File: src/rtl/core/ctpf_pkg.sv
package ctpf_pkg;

  localparam int FrameBytes = 18;
  localparam int IdxW       = $clog2(FrameBytes);
  localparam int CountW     = 14;
  localparam int ApidW      = 11;
  localparam int CfgIdxW    = 3;
  localparam int CfgDataW   = ApidW;
  localparam int QueueDepth = 2;

  localparam logic [7:0]  SyncFirst  = 8'hAA;
  localparam logic [7:0]  SyncSecond = 8'h55;
  localparam logic [15:0] PacketLen  = 16'd14;
  localparam logic [15:0] DataLenFld = 16'd7;

  typedef logic [IdxW-1:0] byte_idx_t;

  localparam byte_idx_t LastIdx = byte_idx_t'(FrameBytes - 1);

  typedef enum logic [CfgIdxW-1:0] {
    REG_APID      = 3'd0,
    REG_VERSION   = 3'd1,
    REG_TYPE      = 3'd2,
    REG_SEC_HDR   = 3'd3,
    REG_SEQ_FLAGS = 3'd4
  } cfg_reg_t;

  // per-frame fields that vary; fixed bytes come from the constants above or are zero
  typedef struct packed {
    logic [15:0] pid;
    logic [15:0] seq;
    logic [15:0] temp;
    logic [15:0] hum;
  } frame_desc_t;

  typedef struct packed {
    logic full;
    logic empty;
  } q_status_t;

  function automatic logic [7:0] frame_byte_sel(frame_desc_t d, byte_idx_t idx);
    logic [7:0] b;
    unique case (idx)
      5'd0:    b = SyncFirst;
      5'd1:    b = SyncSecond;
      5'd2:    b = PacketLen[7:0];
      5'd3:    b = PacketLen[15:8];
      5'd4:    b = d.pid[15:8];
      5'd5:    b = d.pid[7:0];
      5'd6:    b = d.seq[15:8];
      5'd7:    b = d.seq[7:0];
      5'd8:    b = DataLenFld[15:8];
      5'd9:    b = DataLenFld[7:0];
      5'd14:   b = d.temp[15:8];
      5'd15:   b = d.temp[7:0];
      5'd16:   b = d.hum[15:8];
      5'd17:   b = d.hum[7:0];
      default: b = 8'h00;
    endcase
    return b;
  endfunction

endpackage

File: src/rtl/core/ccsds_telemetry_packet_framer_core.sv
// channel  dir  handshake               payload
// in       in   in_tvalid/in_tready     in_tdata: temperature_centi, humidity_centi
// out      out  out_tvalid/out_tready   out_tdata: frame_byte; out_tlast: frame_end
// cfg      in   cfg_valid/cfg_ready     cfg_index, cfg_data
//
// One sample gives an 18-beat frame, one beat per cycle while out_tready is high;
// the serialiser's byte counter steps through the beats of the frame.
// A two-entry descriptor queue lets samples be taken while a frame is going out.
// Synchronous reset restores register defaults and clears the sequence count.
// Output stalls hold the current beat; input stalls only when the queue is full.
module ccsds_telemetry_packet_framer_core (
  input  logic                            clk,
  input  logic                            rst_n,
  input  logic                            in_tvalid,
  output logic                            in_tready,
  input  logic [31:0]                     in_tdata,   // temperature_centi, humidity_centi
  output logic                            out_tvalid,
  input  logic                            out_tready,
  output logic [7:0]                      out_tdata,  // frame_byte
  output logic                            out_tlast,
  input  logic                            cfg_valid,
  output logic                            cfg_ready,
  input  logic [ctpf_pkg::CfgIdxW-1:0]    cfg_index,
  input  logic [ctpf_pkg::CfgDataW-1:0]   cfg_data
);
  import ctpf_pkg::*;

  q_status_t   q_status;
  frame_desc_t q_wdata, q_rdata;
  logic        q_push, q_pop;

  ctpf_front u_front (
    .clk       (clk),
    .rst_n     (rst_n),
    .cfg_valid (cfg_valid),
    .cfg_ready (cfg_ready),
    .cfg_index (cfg_index),
    .cfg_data  (cfg_data),
    .in_tvalid (in_tvalid),
    .in_tready (in_tready),
    .in_tdata  (in_tdata),
    .q_status  (q_status),
    .q_push    (q_push),
    .q_wdata   (q_wdata)
  );

  ctpf_queue u_queue (
    .clk    (clk),
    .rst_n  (rst_n),
    .push   (q_push),
    .wdata  (q_wdata),
    .pop    (q_pop),
    .rdata  (q_rdata),
    .status (q_status)
  );

  ctpf_back u_back (
    .clk        (clk),
    .rst_n      (rst_n),
    .q_status   (q_status),
    .q_rdata    (q_rdata),
    .q_pop      (q_pop),
    .out_tvalid (out_tvalid),
    .out_tready (out_tready),
    .out_tdata  (out_tdata),
    .out_tlast  (out_tlast)
  );

endmodule

File: src/rtl/core/ctpf_front.sv
module ctpf_front (
  input  logic                            clk,
  input  logic                            rst_n,
  input  logic                            cfg_valid,
  output logic                            cfg_ready,
  input  logic [ctpf_pkg::CfgIdxW-1:0]    cfg_index,
  input  logic [ctpf_pkg::CfgDataW-1:0]   cfg_data,
  input  logic                            in_tvalid,
  output logic                            in_tready,
  input  logic [31:0]                     in_tdata,
  input  ctpf_pkg::q_status_t             q_status,
  output logic                            q_push,
  output ctpf_pkg::frame_desc_t           q_wdata
);
  import ctpf_pkg::*;

  logic [ApidW-1:0]  apid_r,     apid_nxt;
  logic [2:0]        version_r,  version_nxt;
  logic              type_r,     type_nxt;
  logic              sec_hdr_r,  sec_hdr_nxt;
  logic [1:0]        seq_flags_r, seq_flags_nxt;
  logic [CountW-1:0] count_r,    count_nxt;
  logic              cfg_wr;

  assign cfg_ready = 1'b1;
  assign cfg_wr    = cfg_valid & cfg_ready;

  always_comb begin
    apid_nxt      = apid_r;
    version_nxt   = version_r;
    type_nxt      = type_r;
    sec_hdr_nxt   = sec_hdr_r;
    seq_flags_nxt = seq_flags_r;
    if (cfg_wr) begin
      unique case (cfg_reg_t'(cfg_index))
        REG_APID:      apid_nxt      = cfg_data[ApidW-1:0];
        REG_VERSION:   version_nxt   = cfg_data[2:0];
        REG_TYPE:      type_nxt      = cfg_data[0];
        REG_SEC_HDR:   sec_hdr_nxt   = cfg_data[0];
        REG_SEQ_FLAGS: seq_flags_nxt = cfg_data[1:0];
        default: ;
      endcase
    end
  end

  assign in_tready = ~q_status.full;
  assign q_push    = in_tvalid & in_tready;
  assign count_nxt = q_push ? count_r + CountW'(1) : count_r;

  always_comb begin
    q_wdata.pid  = {version_r, type_r, sec_hdr_r, apid_r};
    q_wdata.seq  = {seq_flags_r, count_r};
    q_wdata.temp = in_tdata[15:0];
    q_wdata.hum  = in_tdata[31:16];
  end

  always_ff @(posedge clk) begin
    if (!rst_n) begin
      apid_r      <= ApidW'(150);
      version_r   <= 3'd0;
      type_r      <= 1'b0;
      sec_hdr_r   <= 1'b1;
      seq_flags_r <= 2'd3;
      count_r     <= '0;
    end else begin
      apid_r      <= apid_nxt;
      version_r   <= version_nxt;
      type_r      <= type_nxt;
      sec_hdr_r   <= sec_hdr_nxt;
      seq_flags_r <= seq_flags_nxt;
      count_r     <= count_nxt;
    end
  end

endmodule

File: src/rtl/core/ctpf_queue.sv
module ctpf_queue (
  input  logic                   clk,
  input  logic                   rst_n,
  input  logic                   push,
  input  ctpf_pkg::frame_desc_t  wdata,
  input  logic                   pop,
  output ctpf_pkg::frame_desc_t  rdata,
  output ctpf_pkg::q_status_t    status
);
  import ctpf_pkg::*;

  localparam int PtrW = $clog2(QueueDepth);

  frame_desc_t       mem_r [QueueDepth];
  logic [PtrW-1:0]   wr_ptr_r, wr_ptr_nxt;
  logic [PtrW-1:0]   rd_ptr_r, rd_ptr_nxt;
  logic [PtrW:0]     fill_r,   fill_nxt;
  logic              do_push, do_pop;

  assign status.full  = (fill_r == (PtrW+1)'(QueueDepth));
  assign status.empty = (fill_r == '0);
  assign do_push      = push & ~status.full;
  assign do_pop       = pop & ~status.empty;
  assign rdata        = mem_r[rd_ptr_r];

  always_comb begin
    wr_ptr_nxt = do_push ? wr_ptr_r + PtrW'(1) : wr_ptr_r;
    rd_ptr_nxt = do_pop  ? rd_ptr_r + PtrW'(1) : rd_ptr_r;
    fill_nxt   = fill_r;
    if (do_push && !do_pop) begin
      fill_nxt = fill_r + (PtrW+1)'(1);
    end else if (do_pop && !do_push) begin
      fill_nxt = fill_r - (PtrW+1)'(1);
    end
  end

  always_ff @(posedge clk) begin
    if (do_push) begin
      mem_r[wr_ptr_r] <= wdata;
    end
  end

  always_ff @(posedge clk) begin
    if (!rst_n) begin
      wr_ptr_r <= '0;
      rd_ptr_r <= '0;
      fill_r   <= '0;
    end else begin
      wr_ptr_r <= wr_ptr_nxt;
      rd_ptr_r <= rd_ptr_nxt;
      fill_r   <= fill_nxt;
    end
  end

endmodule

File: src/rtl/core/ctpf_back.sv
module ctpf_back (
  input  logic                   clk,
  input  logic                   rst_n,
  input  ctpf_pkg::q_status_t    q_status,
  input  ctpf_pkg::frame_desc_t  q_rdata,
  output logic                   q_pop,
  output logic                   out_tvalid,
  input  logic                   out_tready,
  output logic [7:0]             out_tdata,
  output logic                   out_tlast
);
  import ctpf_pkg::*;

  logic        busy_r, busy_nxt;
  byte_idx_t   idx_r,  idx_nxt;
  frame_desc_t desc_r, desc_nxt;
  logic        beat, last_beat;

  assign out_tvalid = busy_r;
  assign out_tdata  = frame_byte_sel(desc_r, idx_r);
  assign out_tlast  = (idx_r == LastIdx);

  assign beat      = busy_r & out_tready;
  assign last_beat = beat & out_tlast;
  assign q_pop     = ~q_status.empty & (~busy_r | last_beat);

  always_comb begin
    busy_nxt = busy_r;
    idx_nxt  = idx_r;
    desc_nxt = desc_r;
    if (q_pop) begin
      busy_nxt = 1'b1;
      idx_nxt  = '0;
      desc_nxt = q_rdata;
    end else if (last_beat) begin
      busy_nxt = 1'b0;
      idx_nxt  = '0;
    end else if (beat) begin
      idx_nxt  = idx_r + byte_idx_t'(1);
    end
  end

  always_ff @(posedge clk) begin
    desc_r <= desc_nxt;
  end

  always_ff @(posedge clk) begin
    if (!rst_n) begin
      busy_r <= 1'b0;
      idx_r  <= '0;
    end else begin
      busy_r <= busy_nxt;
      idx_r  <= idx_nxt;
    end
  end

endmodule
File: config.mk
export PLATFORM = sky130hd
export DESIGN_NAME = ccsds_telemetry_packet_framer_core
export DESIGN_NICKNAME = d
export VERILOG_FILES = /design/src/rtl/core/ctpf_pkg.sv /design/src/rtl/core/ccsds_telemetry_packet_framer_core.sv /design/src/rtl/core/ctpf_front.sv /design/src/rtl/core/ctpf_queue.sv /design/src/rtl/core/ctpf_back.sv
export SDC_FILE = /design/constraint.sdc
export NUM_CORES = 1
export LEC_CHECK = 0
export BUFFER_PORTS_ARGS = -buffer_cell sky130_fd_sc_hd__buf_2
export CAP_MARGIN = 20
export CORE_MARGIN = 5
export CORE_UTILIZATION = 55
export CTS_CLUSTER_DIAMETER = 150
export DETAILED_ROUTE_END_ITERATION = 8
export GPL_TIMING_DRIVEN = 0
export MAX_ROUTING_LAYER = met4
export PLACE_DENSITY = 0.74
export SLEW_MARGIN = 0
export SYNTH_ARGS = -nofsm -noshare
export SYNTH_HDL_FRONTEND = slang
export SYNTH_HIERARCHICAL = 1
export SYNTH_SLANG_ARGS = --single-unit
File: constraint.sdc
create_clock -name clk -period 6.6 [get_ports clk]
set_clock_uncertainty 0.15 [all_clocks]
set_input_delay 1.32 -clock clk [delete_from_list [all_inputs] [get_ports clk]]
set_output_delay 1.32 -clock clk [all_outputs]
set_load 0.01 [all_outputs]
==> results.md, run 1 <==
* Cell family with most CP delay: buffers and inverters
* Vias in the first global route at 5081
* Max Clk Rate at 231 MHz
* Synthesized area per cell at 15.9 sq um
* Area share of the largest cell type after synthesis at 62.0%
* Post-synthesis cell area at 9300 sq um
* Slew @ Worst Pin at 1.00 ns
* Chip width at 140 um
* Worst setup EP type: output port
* # resized after CTS at 0
* Post-Synth Adder-Cell Area at 0.941%
* Unique masters post-synth at 58
* Commonest cells after routing, fill and taps aside: edfxtp_1 (192), mux2_2 (67), dfxtp_1 (43)
* Post-route antenna net violation count at 0
* Min Tclk post-route at 4.33 ns
* Synth async-reset ratio at 0%
* Drt drc at 0
* Routed met3 length at 801 um
* CTS tree: yes
* Clk_lat worst skew at 0.50 ns
* Buf/Inv on CP at 4
* Initial DRC count at 361
* Die Height at 140 um
* CP cell instances: buf_2 > buf_2 > and3_1 > ha_1 > clkbuf_1 > a221oi_2 > o21ai_1 > or4_1 > buf_2
* Post-CTS Setup Inserts at 0
* CP max FO at 10
* M1 wire length at 7560 um
* Via count at 4843
* Status: finished clean
* # rows at 47
* Core footprint at 16600 sq um
* Place WS at 2.79 ns
* Initial Utilization at 56.1%
* Detailed-routed wire length on met2 at 8130 um
* Io pins at 63
* Post-Route WL at 16800 um
* Crit path to: out_tdata[2]
* Slowest CP cell: or4_1
* Critical Path RT at 5.13 ns
* Peak VDD IR at 0.000239 V
* Total power at 4.13 mW
* Fin crit share at 65.6%
* Seq cells post-synth at 235
* Max-slew violation count at 0
* Max stage delay on crit path at 0.50 ns
* Simple-gate share of the synthesized area at 7.25%
* Critical Setup Path Class: flip-flop to output port
* CP Depth at 9
* Die area at 19600 sq um
* First-pass GRT wire length at 27300 um
* PnR worst setup slack at 2.27 ns
* Crit path DAT at 2.86 ns
* Dpl cells at 840
* Non-Filler Instances at 882
* Commonest register cell after synthesis: edfxtp_1
* R2R Setup Slk at 3.73 ns
* Final setup fails at 0
* Worst Setup SP: u_back/idx_r[3]$_SDFFE_PP0P_
* Crit path top cell by count: buf_2
* Area Overhead vs Synth at 13.6%
* Leading area contributor after synthesis: edfxtp_1
* Maxcap violations at 0
* Max Root-Sink Buffers at 3
* Antenna diode count at 0
* Post-CTS Hold Fix Bufs at 0
* Endpoints failing hold at 0
* Crit start category: flip-flop
* Proportion of synthesized area in mux cells at 10.1%
* RSZ-0062 raised after global routing: no
* GR Overflow Total at 0
* Commonest non-fill, non-tap cell in the layout: edfxtp_1
* H-tree levels at 1
* Highest Signal Layer: met4
* Synthesis warning total at 6
* Main combinational cell family by area after synthesis: multiplexers
* Xor/xnor share of the synthesized area at 0.753%
* Compound-Gate Fraction of Synth Area at 4.72%
* Final Core Density at 63.7%
* Pin count of the biggest net entering global routing at 65
* Number of synthesized flops with an enable pin at 192
* RePlAce Congestion at 0.869
* DR pass1 iterations at 6
* Wire per inst at 19.1 um
* CTS buffer count at 23
* Critical register-to-register path startpoint: u_queue/fill_r[0]$_SDFFE_PN0P_
* Root Driver: clkbuf_16
* R2R depth at 7
* Syn Inst Count at 586
* Fill cells at 1199
* Post-DP HPWL at 11500 um
* Register clock-pin slew on the reported worst setup and hold paths at 0.06 ns
* Syn nets at 644
* Critical R2R Capture: u_queue/mem_r[0][46]$_DFFE_PP_
* Ratio of cells with drive above 1 in the final layout at 30.8%
* Nets at 703
* I/O Buffers at 29
* CTS Sinks at 235
* Synth area leaders: edfxtp_1 (62%), dfxtp_1 (9.3%), mux2_2 (8.1%)
* Hold WC Path Type: flip-flop to flip-flop
* Leak at 3.64 nW
* Seq/Total Area, Yosys at 71.2%
* Pwr dens at 391 nW/um^2
* GRT Resource Usage Total at 17.8%
* Rel. slew slack at 33.1%
* Initial antenna violation count at 0
* Vias per cell at 5.49
## sequential cells by signal (all words and copies together), names as in the netlist, named ones only
name	flops
u_back/idx_r	5
u_front/type_r	1
u_front/sec_hdr_r	1
u_front/seq_flags_r	2
u_front/count_r	14
u_back/desc_r	64
u_queue/mem_r	128
u_back/out_tvalid	1
u_queue/fill_r	2
u_queue/wr_ptr_r	1
u_queue/rd_ptr_r	1
u_front/apid_r	11
u_front/version_r	3
## through the flow
step | hold WS, ns | cell area, sq um | TNS [ns]
2_1_floorplan | 0.275 | 9300 | 0
3_3_place_gp | 0.290 | 9720 | -2.93
6_report | 0.310 | 10600 | 0
4_1_cts | 0.313 | 10600 | 0
5_1_grt | 0.326 | 10600 | 0
3_5_place_dp | 0.293 | 9840 | 0
## cells by family after synthesis
kind of cell,count (synthesis)
buffers and inverters,67
xor gates and xnor gates,8
adders and majority gates,7
AOI/OAI and AO/OA,63
DFF,235
and+or+nand+nor,120
other,1
muxes,85
## routing by layer
metal / GRT usage [%] / vias up
met4: 4.69 / 0
met2: 28.4 / 128
met3: 2.49 / 20
met5: - / -
met1: 24.6 / 2384
li1: - / 2311
## layout make-up
class / instances / area (sq um) / area share, %
sequential: 235 / 6630 / 62.7
multi-input combinational: 284 / 2230 / 21.1
clock buffer: 28 / 624 / 5.91
buffer: 57 / 428 / 4.05
tap: 220 / 275 / 2.60
timing repair buffer: 34 / 243 / 2.30
clock inverter: 14 / 103 / 0.971
inverter: 10 / 37.5 / 0.355
## worst min-delay path by stage
stage / from / end / cells after the start
after floorplan: u_front/seq_flags_r[0]$_SDFFE_PN1P_ / u_queue/mem_r[0][46]$_DFFE_PP_ / 0
after global placement: u_front/apid_r[4]$_SDFFE_PN1P_ / u_queue/mem_r[0][52]$_DFFE_PP_ / 0
after detailed placement: u_front/version_r[0]$_SDFFE_PN0P_ / u_queue/mem_r[0][61]$_DFFE_PP_ / 0
after CTS: u_front/version_r[0]$_SDFFE_PN0P_ / u_queue/mem_r[0][61]$_DFFE_PP_ / 0
after global routing: u_front/version_r[1]$_SDFFE_PN0P_ / u_queue/mem_r[1][62]$_DFFE_PP_ / 0
final: u_front/version_r[0]$_SDFFE_PN0P_ / u_queue/mem_r[0][61]$_DFFE_PP_ / 0
## synthesized netlist by cell type, types with 6 or more instances
cell type  instances
a222oi_1           6
edfxtp_1         192
nand2_1           39
inv_1              9
clkbuf_1           6
a21oi_1           18
mux2i_1           17
buf_4             35
nand2b_1           7
buf_2              6
ha_1               7
a22oi_1            7
nor2b_1            6
nor2_1            19
mux2_2            67
buf_6             10
nand3_1            8
dfxtp_1           43
o21ai_0            7
## power breakdown
| part | internal (mW) | total, mW | switching [mW] |
|---|---|---|---|
| Combinational | 0.338 | 0.783 | 0.445 |
| Sequential | 2.02 | 2.14 | 0.116 |
| Clock | 0.684 | 1.21 | 0.528 |
Power figures use the tool's default switching activity.
==> run 2, diff against run 1 <==
==> constraint.sdc (replaced) <==
create_clock -name clk -period 4.5 [get_ports clk]
set_clock_uncertainty 0.15 [all_clocks]
set_input_delay 0.9 -clock clk [delete_from_list [all_inputs] [get_ports clk]]
set_output_delay 0.9 -clock clk [all_outputs]
set_load 0.01 [all_outputs]
==> run 2 against run 1 <==
  * Final cell count unchanged
  * First-iteration DRC count up 42%
  * Count of clock-buffer cells in the layout is 6 higher
  * Highest routed layer unchanged
  * Combinational power is 51% higher
==> results.md, run 2 (same netlist as run 1, synthesis figures left out) <==
* Endpoints failing hold at 0 (unchanged)
* Leak at 3.64 nW (about the same)
* Hold WC Path Type: flip-flop to flip-flop
* Critical Setup Path Class: flip-flop to output port
* Ratio of cells with drive above 1 in the final layout at 29.6% (-1.2 points)
* RSZ-0062 raised after global routing: no
* Crit path to: out_tdata[2]
* Commonest non-fill, non-tap cell in the layout: edfxtp_1
* Dpl cells at 840 (unchanged)
* R2R depth at 9 (+2)
* Die Height at 140 um (unchanged)
* Dpl cell area at 9880 sq um (+0.33%)
* Max Clk Rate at 256 MHz
* Post-route antenna net violation count at 0 (unchanged)
* Pwr dens at 574 nW/um^2 (+47%)
* Vias in the first global route at 5037 (-0.87%)
* Fill cells at 1184 (-1.3%)
* Io pins at 63 (unchanged)
* Root Driver: clkbuf_16
* Core footprint at 16600 sq um (unchanged)
* Post-CTS Hold Fix Bufs at 0 (unchanged)
* First-pass GRT wire length at 26800 um (-1.5%)
* Final setup fails at 0 (unchanged)
* H-tree levels at 1 (unchanged)
* Initial Utilization at 56.1% (unchanged)
* Fin crit share at 86.7%
* Most used routing layer: met2
* # resized after CTS at 0 (unchanged)
* Pin count of the biggest net entering global routing at 65 (unchanged)
* DR pass1 iterations at 6 (unchanged)
* Largest regs: u_queue/mem_r x128, u_back/desc_r x64, u_front/count_r x14
* Grt met3 use at 3.24% (+0.75 points)
* Crit start category: flip-flop
* Biggest register: u_queue/mem_r
* GR Overflow Total at 0 (unchanged)
* RePlAce Congestion at 0.909 (+4.6%)
* Chip width at 140 um (unchanged)
* R2R Setup Slk at 1.26 ns (-2.47 ns)
* Drt drc at 0 (unchanged)
* Vias per cell at 5.60 (+1.9%)
* Via count at 4936 (+1.9%)
* Clk_lat worst skew at 0.51 ns (about the same)
* Peak VDD IR at 0.000283 V (+19%)
* Crit path DAT at 2.85 ns (about the same)
* Max-slew violation count at 0 (unchanged)
* Die area at 19600 sq um (unchanged)
* Antenna diode count at 0 (unchanged)
* Commonest cells after routing, fill and taps aside: edfxtp_1 (192), mux2_2 (67), dfxtp_1 (43)
* Initial antenna violation count at 0 (unchanged)
* Slew @ Worst Pin at 0.928 ns (-0.0729 ns)
* CP max FO at 10 (unchanged)
* Non-Filler Instances at 882 (unchanged)
* Worst setup EP type: output port
* Wire per inst at 18.9 um (-0.68%)
* Status: finished clean
* Final Core Density at 63.7% (about the same)
* Post-CTS Setup Inserts at 0 (unchanged)
* CTS Sinks at 235 (unchanged)
* GR Util met2 at 27.9% (-0.43 points)
* Total power at 6.06 mW (+47%)
* # rows at 47 (unchanged)
* Maxcap violations at 0 (unchanged)
* GRT met1 Usage at 23.0% (-1.6 points)
* Max FFs per register at 128 (unchanged)
* CTS tree: yes
* Nets at 703 (unchanged)
* Area Overhead vs Synth at 13.5% (about the same)
* GRT Resource Usage Total at 17.7% (-0.15 points)
* Register clock-pin slew on the reported worst setup and hold paths at 0.06 ns (about the same)
* Initial DRC count at 513 (+42%)
* CTS buffer count at 23 (unchanged)
* Critical register-to-register path startpoint: u_back/idx_r[0]$_SDFFE_PP0P_
* Max Root-Sink Buffers at 3 (unchanged)
* I/O Buffers at 29 (unchanged)
* Rel. slew slack at 38.1% (+5.1 points)
* Worst Setup SP: u_back/idx_r[3]$_SDFFE_PP0P_
* Critical R2R Capture: u_queue/fill_r[1]$_SDFFE_PN0P_
* Min Tclk post-route at 3.90 ns
* Post-Route WL at 16700 um (-0.68%)
* Setup TNS at 0 ns (unchanged)
* Post-route cell area at 10600 sq um (about the same)
* Post-DP HPWL at 11200 um (-2.8%)
* Critical Path RT at 3.45 ns (-1.68 ns)
==> run 2: cell types whose count changed in the layout (fill, tap and decap cells not counted), sizes merged <==
| cell | delta |
|---|---|
| inv | +1 |
| clkbuf | +6 |
| clkinvlp | -4 |
| clkinv | -3 |
==> run 2: through the flow <==
step | hold slack [ns] | setup slack (ns)
6_report | 0.302 | 0.599
5_1_grt | 0.316 | 0.450
4_1_cts | 0.304 | 0.584
3_5_place_dp | 0.290 | 1.11
3_3_place_gp | 0.283 | -1.45
2_1_floorplan | 0.275 | 0.0525
==> run 2: critical path, stage by stage (launching register included) <==
cell and delay (ns):
dfxtp_1 0.29, buf_2 0.17, buf_2 0.22, and3_1 0.20, ha_1 0.17, clkbuf_1 0.21, a221oi_2 0.27, o21ai_1 0.12
or4_1 0.53, buf_2 0.17
==> run 2: per-layer routing <==
| layer | up-vias | share of wire, % | wire (um) |
|---|---|---|---|
| met5 | - | 0 | 0 |
| met4 | 0 | 4.0 | 673 |
| met3 | 54 | 6.1 | 1020 |
| met2 | 183 | 47 | 7860 |
| met1 | 2391 | 43 | 7140 |
| li1 | 2308 | - | - |
==> run 2: worst min path at each step <==
stage                                              from                             end  slack [ns]  depth (start not counted)
floorplan           u_front/seq_flags_r[0]$_SDFFE_PN1P_  u_queue/mem_r[0][46]$_DFFE_PP_        0.27                          0
global placement         u_front/apid_r[5]$_SDFFE_PN0P_  u_queue/mem_r[0][53]$_DFFE_PP_        0.28                          0
detailed placement       u_front/apid_r[5]$_SDFFE_PN0P_  u_queue/mem_r[0][53]$_DFFE_PP_        0.29                          0
CTS                 u_front/seq_flags_r[1]$_SDFFE_PN1P_  u_queue/mem_r[0][47]$_DFFE_PP_        0.30                          0
global route        u_front/seq_flags_r[1]$_SDFFE_PN1P_  u_queue/mem_r[0][47]$_DFFE_PP_        0.32                          0
finish                   u_front/apid_r[6]$_SDFFE_PN0P_  u_queue/mem_r[0][54]$_DFFE_PP_        0.30                          0
==> run 2: power by group <==
group / switching [mW] / internal (mW) / leakage, nW / total (mW)
logic: 0.655 / 0.522 / 1.18 / 1.18
clock network: 0.756 / 0.984 / 0.339 / 1.74
registers: 0.177 / 2.97 / 2.12 / 3.14
total: 1.59 / 4.47 / 3.64 / 6.06
==> run 2: cell type report <==
| cell class | instances | area, sq um | share of cell area [%] |
|---|---|---|---|
| Tap cell | 220 | 275 | 2.61 |
| Buffer | 57 | 428 | 4.05 |
| Inverter | 10 | 37.5 | 0.355 |
| Clock inverter | 8 | 47.5 | 0.450 |
| Clock buffer | 34 | 637 | 6.03 |
| Multi-Input combinational cell | 284 | 2230 | 21.1 |
| Sequential cell | 235 | 6630 | 62.7 |
| Timing Repair Buffer | 34 | 275 | 2.61 |
==> run 3, diff against run 2 <==
--- a/config.mk
+++ b/config.mk
@@ -13,7 +13,7 @@
 export DETAILED_ROUTE_END_ITERATION = 8
 export GPL_TIMING_DRIVEN = 0
 export MAX_ROUTING_LAYER = met4
-export PLACE_DENSITY = 0.74
+export PLACE_DENSITY = 0.76
 export SLEW_MARGIN = 0
 export SYNTH_ARGS = -nofsm -noshare
 export SYNTH_HDL_FRONTEND = slang
==> run 3 against run 2 <==
  * Core utilization increased by 0.42 points
  * Final cell count unchanged
  * First-iteration DRC count decreased by 11%
  * Combinational power about the same
  * Wire length increased by 1.8%
  * Die area unchanged
  * Highest routed layer unchanged
==> results.md, run 3 (same netlist as run 1, synthesis figures left out) <==
* R2R depth at 9 (unchanged)
* Wire per inst at 19.3 um (+1.8%)
* Antenna diode count at 0 (unchanged)
* Post-route antenna net violation count at 0 (unchanged)
* Net Sw Power at 1.59 mW (unchanged)
* CTS Sinks at 235 (unchanged)
* Critical Path RT at 3.45 ns (about the same)
* H-tree levels at 1 (unchanged)
* Io pins at 63 (unchanged)
* Biggest register: u_queue/mem_r
* Maxcap violations at 0 (unchanged)
* Leak at 3.68 nW (+1.1%)
* # rows at 47 (unchanged)
* Critical R2R Capture: u_queue/fill_r[1]$_SDFFE_PN0P_
* Slew @ Worst Pin at 0.924 ns (-0.00336 ns)
* Crit start category: flip-flop
* # resized after CTS at 0 (unchanged)
* Worst Hold Depth at 0 (unchanged)
* Initial antenna violation count at 0 (unchanged)
* Worst setup EP type: output port
* I/O Buffers at 29 (unchanged)
* Fin crit share at 86.9% (+0.20 points)
* Nets at 703 (unchanged)
* M1 wire length at 7580 um (+6.1%)
* RePlAce Congestion at 0.912 (+0.31%)
* CTS buffer count at 23 (unchanged)
* Hold path endpoint: u_queue/mem_r[1][55]$_DFFE_PP_
* Max-slew violation count at 0 (unchanged)
* Highest Signal Layer: met4
* Worst Setup SP: u_back/idx_r[3]$_SDFFE_PP0P_
* Final Core Density at 64.1% (+0.42 points)
* Pin count of the biggest net entering global routing at 65 (unchanged)
* First-pass GRT wire length at 27200 um (+1.3%)
* CP cell instances: buf_2 > buf_2 > and3_1 > ha_1 > clkbuf_1 > a221oi_2 > o21ai_1 > or4_1 > buf_2
* Die area at 19600 sq um (unchanged)
* Max stage delay on crit path at 0.52 ns (about the same)
* Post-CTS Hold Fix Bufs at 0 (unchanged)
* Post-Route WL at 17000 um (+1.8%)
* Crit path DAT at 2.86 ns (about the same)
* Clk_lat worst skew at 0.51 ns (about the same)
* Commonest non-fill, non-tap cell in the layout: edfxtp_1
* Routed met3 length at 913 um (-11%)
* Sw frac at 25.7% (-0.47 points)
* Die Height at 140 um (unchanged)
* Drt drc at 0 (unchanged)
* Peak VDD IR at 0.000279 V (-1.6%)
* RSZ-0062 raised after global routing: no
* Total power at 6.17 mW (+1.8%)
* Core footprint at 16600 sq um (unchanged)
* Endpoints failing hold at 0 (unchanged)
* Register clock-pin slew on the reported worst setup and hold paths at 0.06 ns (about the same)
* Cell-internal power at 4.58 mW (+2.5%)
* Final setup fails at 0 (unchanged)
* Ratio of cells with drive above 1 in the final layout at 30.4% (+0.76 points)
* Hold WC Path Type: flip-flop to flip-flop
* Max Clk Rate at 256 MHz (-0.23%)
* Vias per cell at 5.47 (-2.3%)
* Area Overhead vs Synth at 14.3%
* Chip width at 140 um (unchanged)
* Pwr dens at 580 nW/um^2 (+1.1%)
* Status: finished clean
* Root Driver: clkbuf_16
* Commonest cells after routing, fill and taps aside: edfxtp_1 (192), mux2_2 (67), dfxtp_1 (43)
* CTS tree: yes
* R2R Setup Slk at 1.36 ns (+0.10 ns)
* Initial Utilization at 56.1% (unchanged)
* Via count at 4822 (-2.3%)
* Sequential power share at 50.8% (-1.1 points)
* Initial DRC count at 459 (-11%)
* Comb pwr share at 19.1% (-0.3 points)
* GRT Resource Usage Total at 18.1% (+0.41 points)
* CP max FO at 10 (unchanged)
* Clock share of power at 30.1% (+1.4 points)
* Min Tclk post-route at 3.91 ns (+0.00915 ns)
* GR Overflow Total at 0 (unchanged)
* Post-DP HPWL at 11500 um (+2.8%)
* DR pass1 iterations at 5 (-1)
* HP Start: u_front/apid_r[7]$_SDFFE_PN1P_
* Post-CTS Setup Inserts at 0 (unchanged)
* Critical Setup Path Class: flip-flop to output port
* Rel. slew slack at 38.4% (+0.22 points)
* Largest regs: u_queue/mem_r x128, u_back/desc_r x64, u_front/count_r x14
* Detailed-routed wire length on met2 at 8090 um (+3.0%)
* Max Root-Sink Buffers at 3 (unchanged)
* Max FFs per register at 128 (unchanged)
* Slowest CP cell: or4_1
* Vias in the first global route at 5050 (+0.26%)
* Crit path top cell by count: buf_2
* Critical register-to-register path startpoint: u_back/idx_r[0]$_SDFFE_PP0P_
run 3: cell types whose count changed in the layout (fill, tap and decap cells not counted):
cell,before,now
clkinv_4,1,0
clkbuf_1,15,10
clkbuf_16,23,24
clkbuf_8,2,7
clkinv_2,4,3
inv_6,1,2
run 3: power by group through the flow:
| stage | combinational [mW] | clock [mW] | sequential (mW) |
|---|---|---|---|
| final | 1.18 | 1.86 | 3.13 |
| after global routing | 1.28 | 2.00 | 3.17 |
| after CTS | 1.20 | 1.89 | 3.14 |
| after detailed placement | 1.19 | 0 | 3.17 |
| after global placement | 1.01 | 0 | 3.22 |
| after floorplan | 0.762 | 0 | 3.13 |
run 3: through the flow:
step | hold WS, ns | cells | cell area, sq um | setup WS, ns | TNS (ns)
3_5_place_dp | 0.300 | 840 | 9880 | 1.11 | 0
2_1_floorplan | 0.275 | 586 | 9310 | 0.0525 | 0
5_1_grt | 0.336 | 882 | 10600 | 0.421 | 0
6_report | 0.315 | 882 | 10600 | 0.590 | 0
4_1_cts | 0.315 | 882 | 10600 | 0.573 | 0
3_3_place_gp | 0.288 | 835 | 9730 | -1.44 | -95.64
run 3: worst max-delay path by stage:
stage                                     end  slack, ns  cells after the start
2_1_floorplan   u_queue/mem_r[0][0]$_DFFE_PP_       0.05                      3
3_3_place_gp   u_queue/mem_r[0][10]$_DFFE_PP_      -1.44                      4
3_5_place_dp                     out_tdata[2]       1.11                      9
4_1_cts                          out_tdata[2]       0.57                      9
5_1_grt                          out_tdata[2]       0.42                      9
6_report                         out_tdata[2]       0.59                      9
run 3: critical path: cells and delay by family (launching register included):
family	cells	cell delay, ns
AND/OR/NAND/NOR	2	0.71
flip-flops	1	0.29
AO/OA/AOI/OAI	2	0.39
buffers and inverters	4	0.79
adder cells (fa/ha/maj)	1	0.17
run 3: cell type report:
class | count | area (sq um)
multi-input cells | 284 | 2230
well taps | 220 | 275
clock buffers | 35 | 712
inverters | 10 | 37.5
repair buffers | 34 | 275
fillers | 1145 | 5950
flip-flops and latches | 235 | 6630
plain buffers | 57 | 428
clock inverters | 7 | 42.5
run 3: routing by layer:
metal  up-vias  global-route usage, %
li1       2309                      -
met3        23                   2.97
met2       146                   28.5
met4         0                   5.97
met5         -                      -
met1      2344                   24.4
